<file path="src/rtl/core/lpd_pkg.sv">
package lpd_pkg;

    localparam int CfgWidth = 16;
    localparam int CfgIndexWidth = 2;

    localparam logic [CfgIndexWidth-1:0] CFG_LINK_ENABLE = 2'd0;
    localparam logic [CfgIndexWidth-1:0] CFG_MIN_LENGTH  = 2'd1;
    localparam logic [CfgIndexWidth-1:0] CFG_MAX_LENGTH  = 2'd2;

    localparam logic [15:0] MIN_LENGTH_RESET = 16'd1;
    localparam logic [15:0] MAX_LENGTH_RESET = 16'd1500;

    localparam logic EVENT_PAYLOAD = 1'b0;
    localparam logic EVENT_ERROR   = 1'b1;

    typedef struct packed {
        logic        link_enable;
        logic [15:0] min_length;
        logic [15:0] max_length;
    } cfg_t;

    typedef struct packed {
        logic [31:0] framing_errors_seen;
        logic [31:0] payload_bytes_seen;
        logic [31:0] packets_seen;
        logic [15:0] rejected_length;
        logic        last_of_packet;
        logic        first_of_packet;
        logic [7:0]  payload_byte;
        logic        event_kind;
    } result_t;

endpackage

</file>
<file path="src/rtl/core/lpd_core.sv">
module lpd_core
(
    input  logic             clk,
    input  logic             rst_n,
    input  lpd_pkg::cfg_t    cfg,
    input  logic             go,
    input  logic [7:0]       stream_byte,
    input  logic             taken,
    output logic             result_valid,
    output lpd_pkg::result_t result
);

    typedef enum logic [1:0] {
        PH_LEN_HIGH = 2'd0,
        PH_LEN_LOW  = 2'd1,
        PH_PAYLOAD  = 2'd2
    } phase_t;

    phase_t           phase_reg;
    phase_t           phase_next;
    logic [7:0]       length_high_reg;
    logic [7:0]       length_high_next;
    logic [15:0]      length_total_reg;
    logic [15:0]      length_total_next;
    logic [15:0]      bytes_left_reg;
    logic [15:0]      bytes_left_next;
    logic [31:0]      packet_counter_reg;
    logic [31:0]      packet_counter_next;
    logic [31:0]      byte_counter_reg;
    logic [31:0]      byte_counter_next;
    logic [31:0]      error_counter_reg;
    logic [31:0]      error_counter_next;
    logic             result_valid_reg;
    logic             result_valid_next;
    lpd_pkg::result_t result_reg;
    lpd_pkg::result_t result_next;

    logic [15:0]      length_value;
    logic             length_bad;
    logic             first_byte;
    logic             last_byte;
    logic             has_result;

    assign length_value = {length_high_reg, stream_byte};
    assign length_bad   = (length_value < cfg.min_length) || (length_value > cfg.max_length);
    assign first_byte   = (bytes_left_reg == length_total_reg);
    assign last_byte    = (bytes_left_reg <= 16'd1);

    always_comb
    begin
        phase_next          = phase_reg;
        length_high_next    = length_high_reg;
        length_total_next   = length_total_reg;
        bytes_left_next     = bytes_left_reg;
        packet_counter_next = packet_counter_reg;
        byte_counter_next   = byte_counter_reg;
        error_counter_next  = error_counter_reg;
        has_result          = 1'b0;
        result_next.event_kind      = lpd_pkg::EVENT_PAYLOAD;
        result_next.payload_byte    = 8'd0;
        result_next.first_of_packet = 1'b0;
        result_next.last_of_packet  = 1'b0;
        result_next.rejected_length = 16'd0;

        if (cfg.link_enable)
        begin
            unique case (phase_reg)
                PH_LEN_LOW:
                begin
                    if (length_bad)
                    begin
                        error_counter_next = error_counter_reg + 32'd1;
                        phase_next = PH_LEN_HIGH;
                        has_result = 1'b1;
                        result_next.event_kind = lpd_pkg::EVENT_ERROR;
                        result_next.rejected_length = length_value;
                    end
                    else if (length_value == 16'd0)
                    begin
                        packet_counter_next = packet_counter_reg + 32'd1;
                        length_total_next = 16'd0;
                        bytes_left_next = 16'd0;
                        phase_next = PH_LEN_HIGH;
                    end
                    else
                    begin
                        length_total_next = length_value;
                        bytes_left_next = length_value;
                        phase_next = PH_PAYLOAD;
                    end
                end
                PH_PAYLOAD:
                begin
                    has_result = 1'b1;
                    result_next.payload_byte = stream_byte;
                    result_next.first_of_packet = first_byte;
                    result_next.last_of_packet = last_byte;
                    if (last_byte)
                    begin
                        packet_counter_next = packet_counter_reg + 32'd1;
                        byte_counter_next = byte_counter_reg + {16'd0, length_total_reg};
                        bytes_left_next = 16'd0;
                        phase_next = PH_LEN_HIGH;
                    end
                    else
                    begin
                        bytes_left_next = bytes_left_reg - 16'd1;
                    end
                end
                default:
                begin
                    length_high_next = stream_byte;
                    phase_next = PH_LEN_LOW;
                end
            endcase
        end

        result_next.packets_seen        = packet_counter_next;
        result_next.payload_bytes_seen  = byte_counter_next;
        result_next.framing_errors_seen = error_counter_next;

        if (go)
        begin
            result_valid_next = has_result;
        end
        else
        begin
            result_valid_next = result_valid_reg && !taken;
        end
    end

    always_ff @(posedge clk or negedge rst_n)
    begin
        if (!rst_n)
        begin
            phase_reg          <= PH_LEN_HIGH;
            length_high_reg    <= 8'd0;
            length_total_reg   <= 16'd0;
            bytes_left_reg     <= 16'd0;
            packet_counter_reg <= 32'd0;
            byte_counter_reg   <= 32'd0;
            error_counter_reg  <= 32'd0;
            result_valid_reg   <= 1'b0;
            result_reg         <= '0;
        end
        else
        begin
            result_valid_reg <= result_valid_next;
            if (go)
            begin
                phase_reg          <= phase_next;
                length_high_reg    <= length_high_next;
                length_total_reg   <= length_total_next;
                bytes_left_reg     <= bytes_left_next;
                packet_counter_reg <= packet_counter_next;
                byte_counter_reg   <= byte_counter_next;
                error_counter_reg  <= error_counter_next;
                if (has_result)
                begin
                    result_reg <= result_next;
                end
            end
        end
    end

    assign result_valid = result_valid_reg;
    assign result       = result_reg;

endmodule

</file>
<file path="src/rtl/core/length_prefix_deframer.sv">
// Length-prefixed deframer for a received byte stream.
// Bytes enter on the s_axis channel, one item per byte. Each packet is led by a
// two-byte big-endian length; lengths outside min_length..max_length give a
// framing error item and the next two bytes are read as a new length.
// Result items leave on the m_axis channel: payload bytes with first and last
// marks, or error items carrying the rejected length, each with running
// packet, payload byte and error counts that wrap at 32 bits.
// Configuration is written through cfg_we, cfg_index and cfg_data; the user
// must write it only while idle, and the block itself does not enforce this.
// An accepted byte passes through the input register and then through the
// decode logic into the result register. Throughput is one byte per cycle
// while the receiver takes results, with one state update per byte moved.
// When the receiver stalls, the result register holds its item and the input
// register holds one more byte; s_axis_tready then falls until the result is
// taken, and bytes that give no result pass while the result slot is free.
// Reset clears the phase, the counters and both valid flags, and sets the
// link disabled with lengths 1 to 1500 allowed.
module length_prefix_deframer
(
    input  logic          clk,
    input  logic          rst_n,
    input  logic          s_axis_tvalid,
    output logic          s_axis_tready,
    input  logic [7:0]    s_axis_tdata,   // stream_byte
    output logic          m_axis_tvalid,
    input  logic          m_axis_tready,
    // payload_byte, rejected_length, packets_seen, payload_bytes_seen,
    // framing_errors_seen
    output logic [119:0]  m_axis_tdata,
    output logic          m_axis_tlast,   // last_of_packet
    output logic [1:0]    m_axis_tuser,   // event_kind, first_of_packet
    input  logic          cfg_we,
    input  logic [lpd_pkg::CfgIndexWidth-1:0] cfg_index,
    input  logic [lpd_pkg::CfgWidth-1:0]      cfg_data
);

    lpd_pkg::cfg_t    cfg_reg;
    logic             in_valid_reg;
    logic [7:0]       in_byte_reg;
    logic             go;
    logic             result_valid;
    lpd_pkg::result_t result;

    assign go            = in_valid_reg && (!result_valid || m_axis_tready);
    assign s_axis_tready = !in_valid_reg || go;

    always_ff @(posedge clk or negedge rst_n)
    begin
        if (!rst_n)
        begin
            cfg_reg.link_enable <= 1'b0;
            cfg_reg.min_length  <= lpd_pkg::MIN_LENGTH_RESET;
            cfg_reg.max_length  <= lpd_pkg::MAX_LENGTH_RESET;
        end
        else if (cfg_we)
        begin
            unique case (cfg_index)
                lpd_pkg::CFG_LINK_ENABLE: cfg_reg.link_enable <= cfg_data[0];
                lpd_pkg::CFG_MIN_LENGTH:  cfg_reg.min_length  <= cfg_data;
                lpd_pkg::CFG_MAX_LENGTH:  cfg_reg.max_length  <= cfg_data;
                default:                  cfg_reg <= cfg_reg;
            endcase
        end
    end

    always_ff @(posedge clk or negedge rst_n)
    begin
        if (!rst_n)
        begin
            in_valid_reg <= 1'b0;
        end
        else if (s_axis_tready)
        begin
            in_valid_reg <= s_axis_tvalid;
        end
    end

    always_ff @(posedge clk)
    begin
        if (s_axis_tvalid && s_axis_tready)
        begin
            in_byte_reg <= s_axis_tdata;
        end
    end

    lpd_core u_core
    (
        .clk          (clk),
        .rst_n        (rst_n),
        .cfg          (cfg_reg),
        .go           (go),
        .stream_byte  (in_byte_reg),
        .taken        (m_axis_tready),
        .result_valid (result_valid),
        .result       (result)
    );

    assign m_axis_tvalid = result_valid;
    assign m_axis_tdata  = {result.framing_errors_seen, result.payload_bytes_seen,
                            result.packets_seen, result.rejected_length,
                            result.payload_byte};
    assign m_axis_tlast  = result.last_of_packet;
    assign m_axis_tuser  = {result.first_of_packet, result.event_kind};

endmodule
</file>
<file path="config.mk">
export PLATFORM = sky130hd
export DESIGN_NAME = length_prefix_deframer
export DESIGN_NICKNAME = d
export VERILOG_FILES = /design/src/rtl/core/lpd_pkg.sv /design/src/rtl/core/lpd_core.sv /design/src/rtl/core/length_prefix_deframer.sv
export SDC_FILE = /design/constraint.sdc
export NUM_CORES = 1
export LEC_CHECK = 0
export ABC_AREA = 1
export BUFFER_PORTS_ARGS = -buffer_cell sky130_fd_sc_hd__buf_2
export CAP_MARGIN = 10
export CELL_PAD_IN_SITES_DETAIL_PLACEMENT = 0
export CELL_PAD_IN_SITES_GLOBAL_PLACEMENT = 2
export CORE_MARGIN = 2
export CORE_UTILIZATION = 36
export CTS_BUF_LIST = sky130_fd_sc_hd__clkbuf_4 sky130_fd_sc_hd__clkbuf_8
export DETAILED_ROUTE_END_ITERATION = 10
export PLACE_DENSITY = 0.87
export SLEW_MARGIN = 5
export SYNTH_ARGS = -nofsm -noshare
export SYNTH_HDL_FRONTEND = slang
export SYNTH_SLANG_ARGS = --single-unit
</file>
<file path="constraint.sdc">
create_clock -name clk -period 2.9 [get_ports clk]
set_input_delay 0.145 -clock clk [delete_from_list [all_inputs] [get_ports clk]]
set_output_delay 0.145 -clock clk [all_outputs]
set_load 0.005 [all_outputs]
</file>
==> impl_metrics.csv <==
group,metric,value,unit
clocking,worstSkewPairLatency,0.67,ns
logic_synthesis,ys_types,55,
clocking,cts_max_level,2,
critical_path,cp_data_arrival_time,3.15,ns
sta,timing.final.crit_period,2.61,ns
floorplan,core_region_area,0.0478,mm2
final_layout,layout.cells.most_common,"sky130_fd_sc_hd__nand2_1",
final_layout,nNetsFinal,2662,
logic_synthesis,synth_area_leaders,"sky130_fd_sc_hd__dfrtp_1 41%, sky130_fd_sc_hd__nand2_1 18%, sky130_fd_sc_hd__inv_1 5.4%",
sta,fmax,0.383,GHz
sta,worst_pin_slew,0.713,ns
clocking,path_clk_slew,0.06,ns
sta,slew-limit-headroom,0.517,
placement,post-dp-hpwl,37800,um
detailed_routing,first_iter_violations,1040,
critical_path,setup.worst_path.end_class,"register",
final_layout,syn2layout_area_growth,17.9,%
status,run_status,"finished clean",
floorplan,placementRows,80,
detailed_routing,post_drt_via_cell_ratio,4.96,
detailed_routing,detailroute.via_count,16100,
global_routing,grt_antenna_before_repair,1,
floorplan,fp.dieW,225,um
logic_synthesis,synth_area,0.0175,mm2
final_layout,post_layout_instance_count_excluding_filler_cells,3237,
min_path,min_path_type,"in2async",
global_routing,grt_overflow_total,0,
final_layout,layout.cells.most_common_list,"857 x sky130_fd_sc_hd__nand2_1, 288 x sky130_fd_sc_hd__dfrtp_1, 253 x sky130_fd_sc_hd__inv_1, 178 x sky130_fd_sc_hd__nand3_1, 176 x sky130_fd_sc_hd__o21ai_0",
logic_synthesis,postSynthAreaPerCell,7.36,um2
logic_synthesis,postSynthRegisterBits,304,
placement,cell_count_after_placement,3104,
clocking,numCtsBuffers,56,
detailed_routing,dr.pass1.iters,5,
critical_path,critical_path_class,"reg2reg",
sta,final_hold_viol_count,0,
logic_synthesis,postSynth.asyncResetShare,0.974,
sta,number_of_max_slew_violations_in_the_final_report,0,
detailed_routing,drt-total-wl,53600,um
global_routing,wire_length_of_the_first_global_routing_pass,85900,um
clocking,cts_repair_resize_count,0,
global_routing,grt_start_max_net_pins,71,
global_routing,overall_global_routing_usage,0.214,
placement,numPortBuffers,155,
critical_path,critical_path.max_fanout,17,
global_routing,grt_pass1_vias,15800,
logic_synthesis,yosys_warnings,0,
final_layout,largest_register_ffs,123,
logic_synthesis,yosys.area.top_type,"sky130_fd_sc_hd__dfrtp_1",
logic_synthesis,ys_seq_area_frac,0.437,
logic_synthesis,mappedNetlistNets,2463,
logic_synthesis,number_of_synthesized_flops_with_an_enable_pin,8,
clocking,max_clock_buf_depth,3,
sta,final_min_period_over_clock_period,0.899,
detailed_routing,antenna_violating_nets_post_route,0,
power_and_ir_drop,worst_ir_drop_vdd,0.346,mV
final_layout,drive_above_1_share,0.141,
sta,setup_skew,0.0412,ns
clocking,cts_tree,"done",
floorplan,floorplan.die_area,0.0504,mm2
detailed_routing,drt_drc_violations_left,0,
logic_synthesis,synth_ff_type,"sky130_fd_sc_hd__dfrtp_1",
detailed_routing,drt-wirelength-per-cell,16.6,um
sta,setup_viol,0,
power_and_ir_drop,finalPower,18.2,mW
final_layout,fill_cells,4938,
final_layout,postLayoutCoreUtil,0.431,
critical_path,required,3.45,ns
placement,gp_routability_congestion,0.853,
floorplan,die_height,225,um
power_and_ir_drop,p_per_area,883,mW/mm2
flow_run,drv_cap,0,
logic_synthesis,post_synth_top_area_share,0.412,
critical_path,critPathLaunchType,"register",
sta,grt_setup_unrepaired,"false",
sta,totalNegativeSetupSlack,0,ns
clocking,cts_root_buf,"sky130_fd_sc_hd__clkbuf_8",
power_and_ir_drop,power_leakage,10.5,nW
floorplan,floorplan.initialDensity,0.366,
floorplan,design.portCount,156,
logic_synthesis,synthCells,2378,
clocking,cts.sinks,304,
final timing paths:
path	from	end	slack [ns]	cells past startpoint
hold / removal	rst_n	u_core.result[73]	0.07	2
max in group asynchronous	rst_n	cfg_reg[16]	1.94	3
min in group clk	s_axis_tdata[4]	in_byte_reg[4]	0.21	2
setup reg to reg	cfg_reg[7]	u_core.result[16]	0.29	14
setup / recovery	cfg_reg[7]	u_core.result[16]	0.29	14
hold reg to reg	u_core.result[94]	u_core.result[94]	0.47	2
layout make-up:
type,count,area [um2],area share
Multi-Input combinational cell,1718,8420,0.408
Sequential cell,304,7660,0.371
Timing Repair Buffer,231,1560,0.0754
Clock buffer,88,1120,0.0544
Inverter,266,998,0.0484
Tap cell,615,769,0.0373
Clock inverter,14,120,0.00582
Antenna cell,1,2.50,0.000121
cells by family (layout without fill, tap and decap cells):
kind of cell / count (synthesis) / after routing / share of synthesized area
AO/OA/AOI/OAI: 325 / 325 / 0.103
XOR/XNOR: 63 / 63 / 0.0315
adder cells (fa/ha/maj): 54 / 54 / 0.0390
buffers and inverters: 356 / 599 / 0.0827
flip-flops: 304 / 304 / 0.437
multiplexers: 2 / 2 / 0.00114
other: 0 / 1 / 0
AND/OR/NAND/NOR: 1274 / 1274 / 0.306
what timing repair did:
| item | in CTS | in global routing |
|---|---|---|
| buffers inserted | 0 | 0 |
| hold buffers | 30 | 0 |
| hold endpoints to repair | 193 | 0 |
critical path, stage by stage (launching register included):
cell	delay, ns
sky130_fd_sc_hd__dfstp_2	0.53
sky130_fd_sc_hd__inv_1	0.04
sky130_fd_sc_hd__ha_1	0.30
sky130_fd_sc_hd__nand2_1	0.08
sky130_fd_sc_hd__nor2_1	0.15
sky130_fd_sc_hd__nand2_1	0.07
sky130_fd_sc_hd__nand2_1	0.05
sky130_fd_sc_hd__nand2_1	0.04
sky130_fd_sc_hd__nand2_1	0.06
sky130_fd_sc_hd__nand2_1	0.08
sky130_fd_sc_hd__nand2_4	0.17
sky130_fd_sc_hd__nand2_4	0.08
sky130_fd_sc_hd__a21oi_4	0.25
sky130_fd_sc_hd__nand2_2	0.33
sky130_fd_sc_hd__o21ai_0	0.27
Yosys cell counts (13+ instances only):
library cell and instances:
sky130_fd_sc_hd__dfrtp_1 288, sky130_fd_sc_hd__ha_1 53, sky130_fd_sc_hd__clkbuf_1 31, sky130_fd_sc_hd__nand3_1 178, sky130_fd_sc_hd__xor2_1 50, sky130_fd_sc_hd__nor3_1 29
sky130_fd_sc_hd__o21ai_0 176, sky130_fd_sc_hd__buf_2 33, sky130_fd_sc_hd__nor2_1 126, sky130_fd_sc_hd__a21oi_1 42, sky130_fd_sc_hd__nand4_1 26, sky130_fd_sc_hd__xnor2_1 13
sky130_fd_sc_hd__o21ai_1 30, sky130_fd_sc_hd__nand2_1 859, sky130_fd_sc_hd__o22ai_1 34, sky130_fd_sc_hd__inv_1 253
layer usage:
metal / part of all wire / vias to the layer above / wire length [um] / global-route usage
met1: 0.49 / 7599 / 26100 / 0.304
met5: 0 / - / 0 / 0
met2: 0.44 / 342 / 23600 / 0.337
met3: 0.051 / 73 / 2730 / 0.0379
met4: 0.021 / 0 / 1130 / 0.0592
li1: - / 8050 / - / -
metrics by stage:
stage	setup slack (ns)	hold WS (ns)	instance area (um2)
after floorplan	0.691	-0.151	17500
after global placement	0.336	0.179	19100
after detailed placement	0.310	0.183	19100
after CTS	0.283	0.0512	20600
after global routing	0.0409	0.100	20600
final	0.292	0.0665	20600
power by group:
part,total (mW),switching [mW],internal (mW)
combinational,7.17,4.66,2.51
clock,4.56,1.93,2.63
sequential,6.50,1.05,5.46
total,18.2,7.64,10.6
No activity file was read; power rests on OpenSTA's default activity.
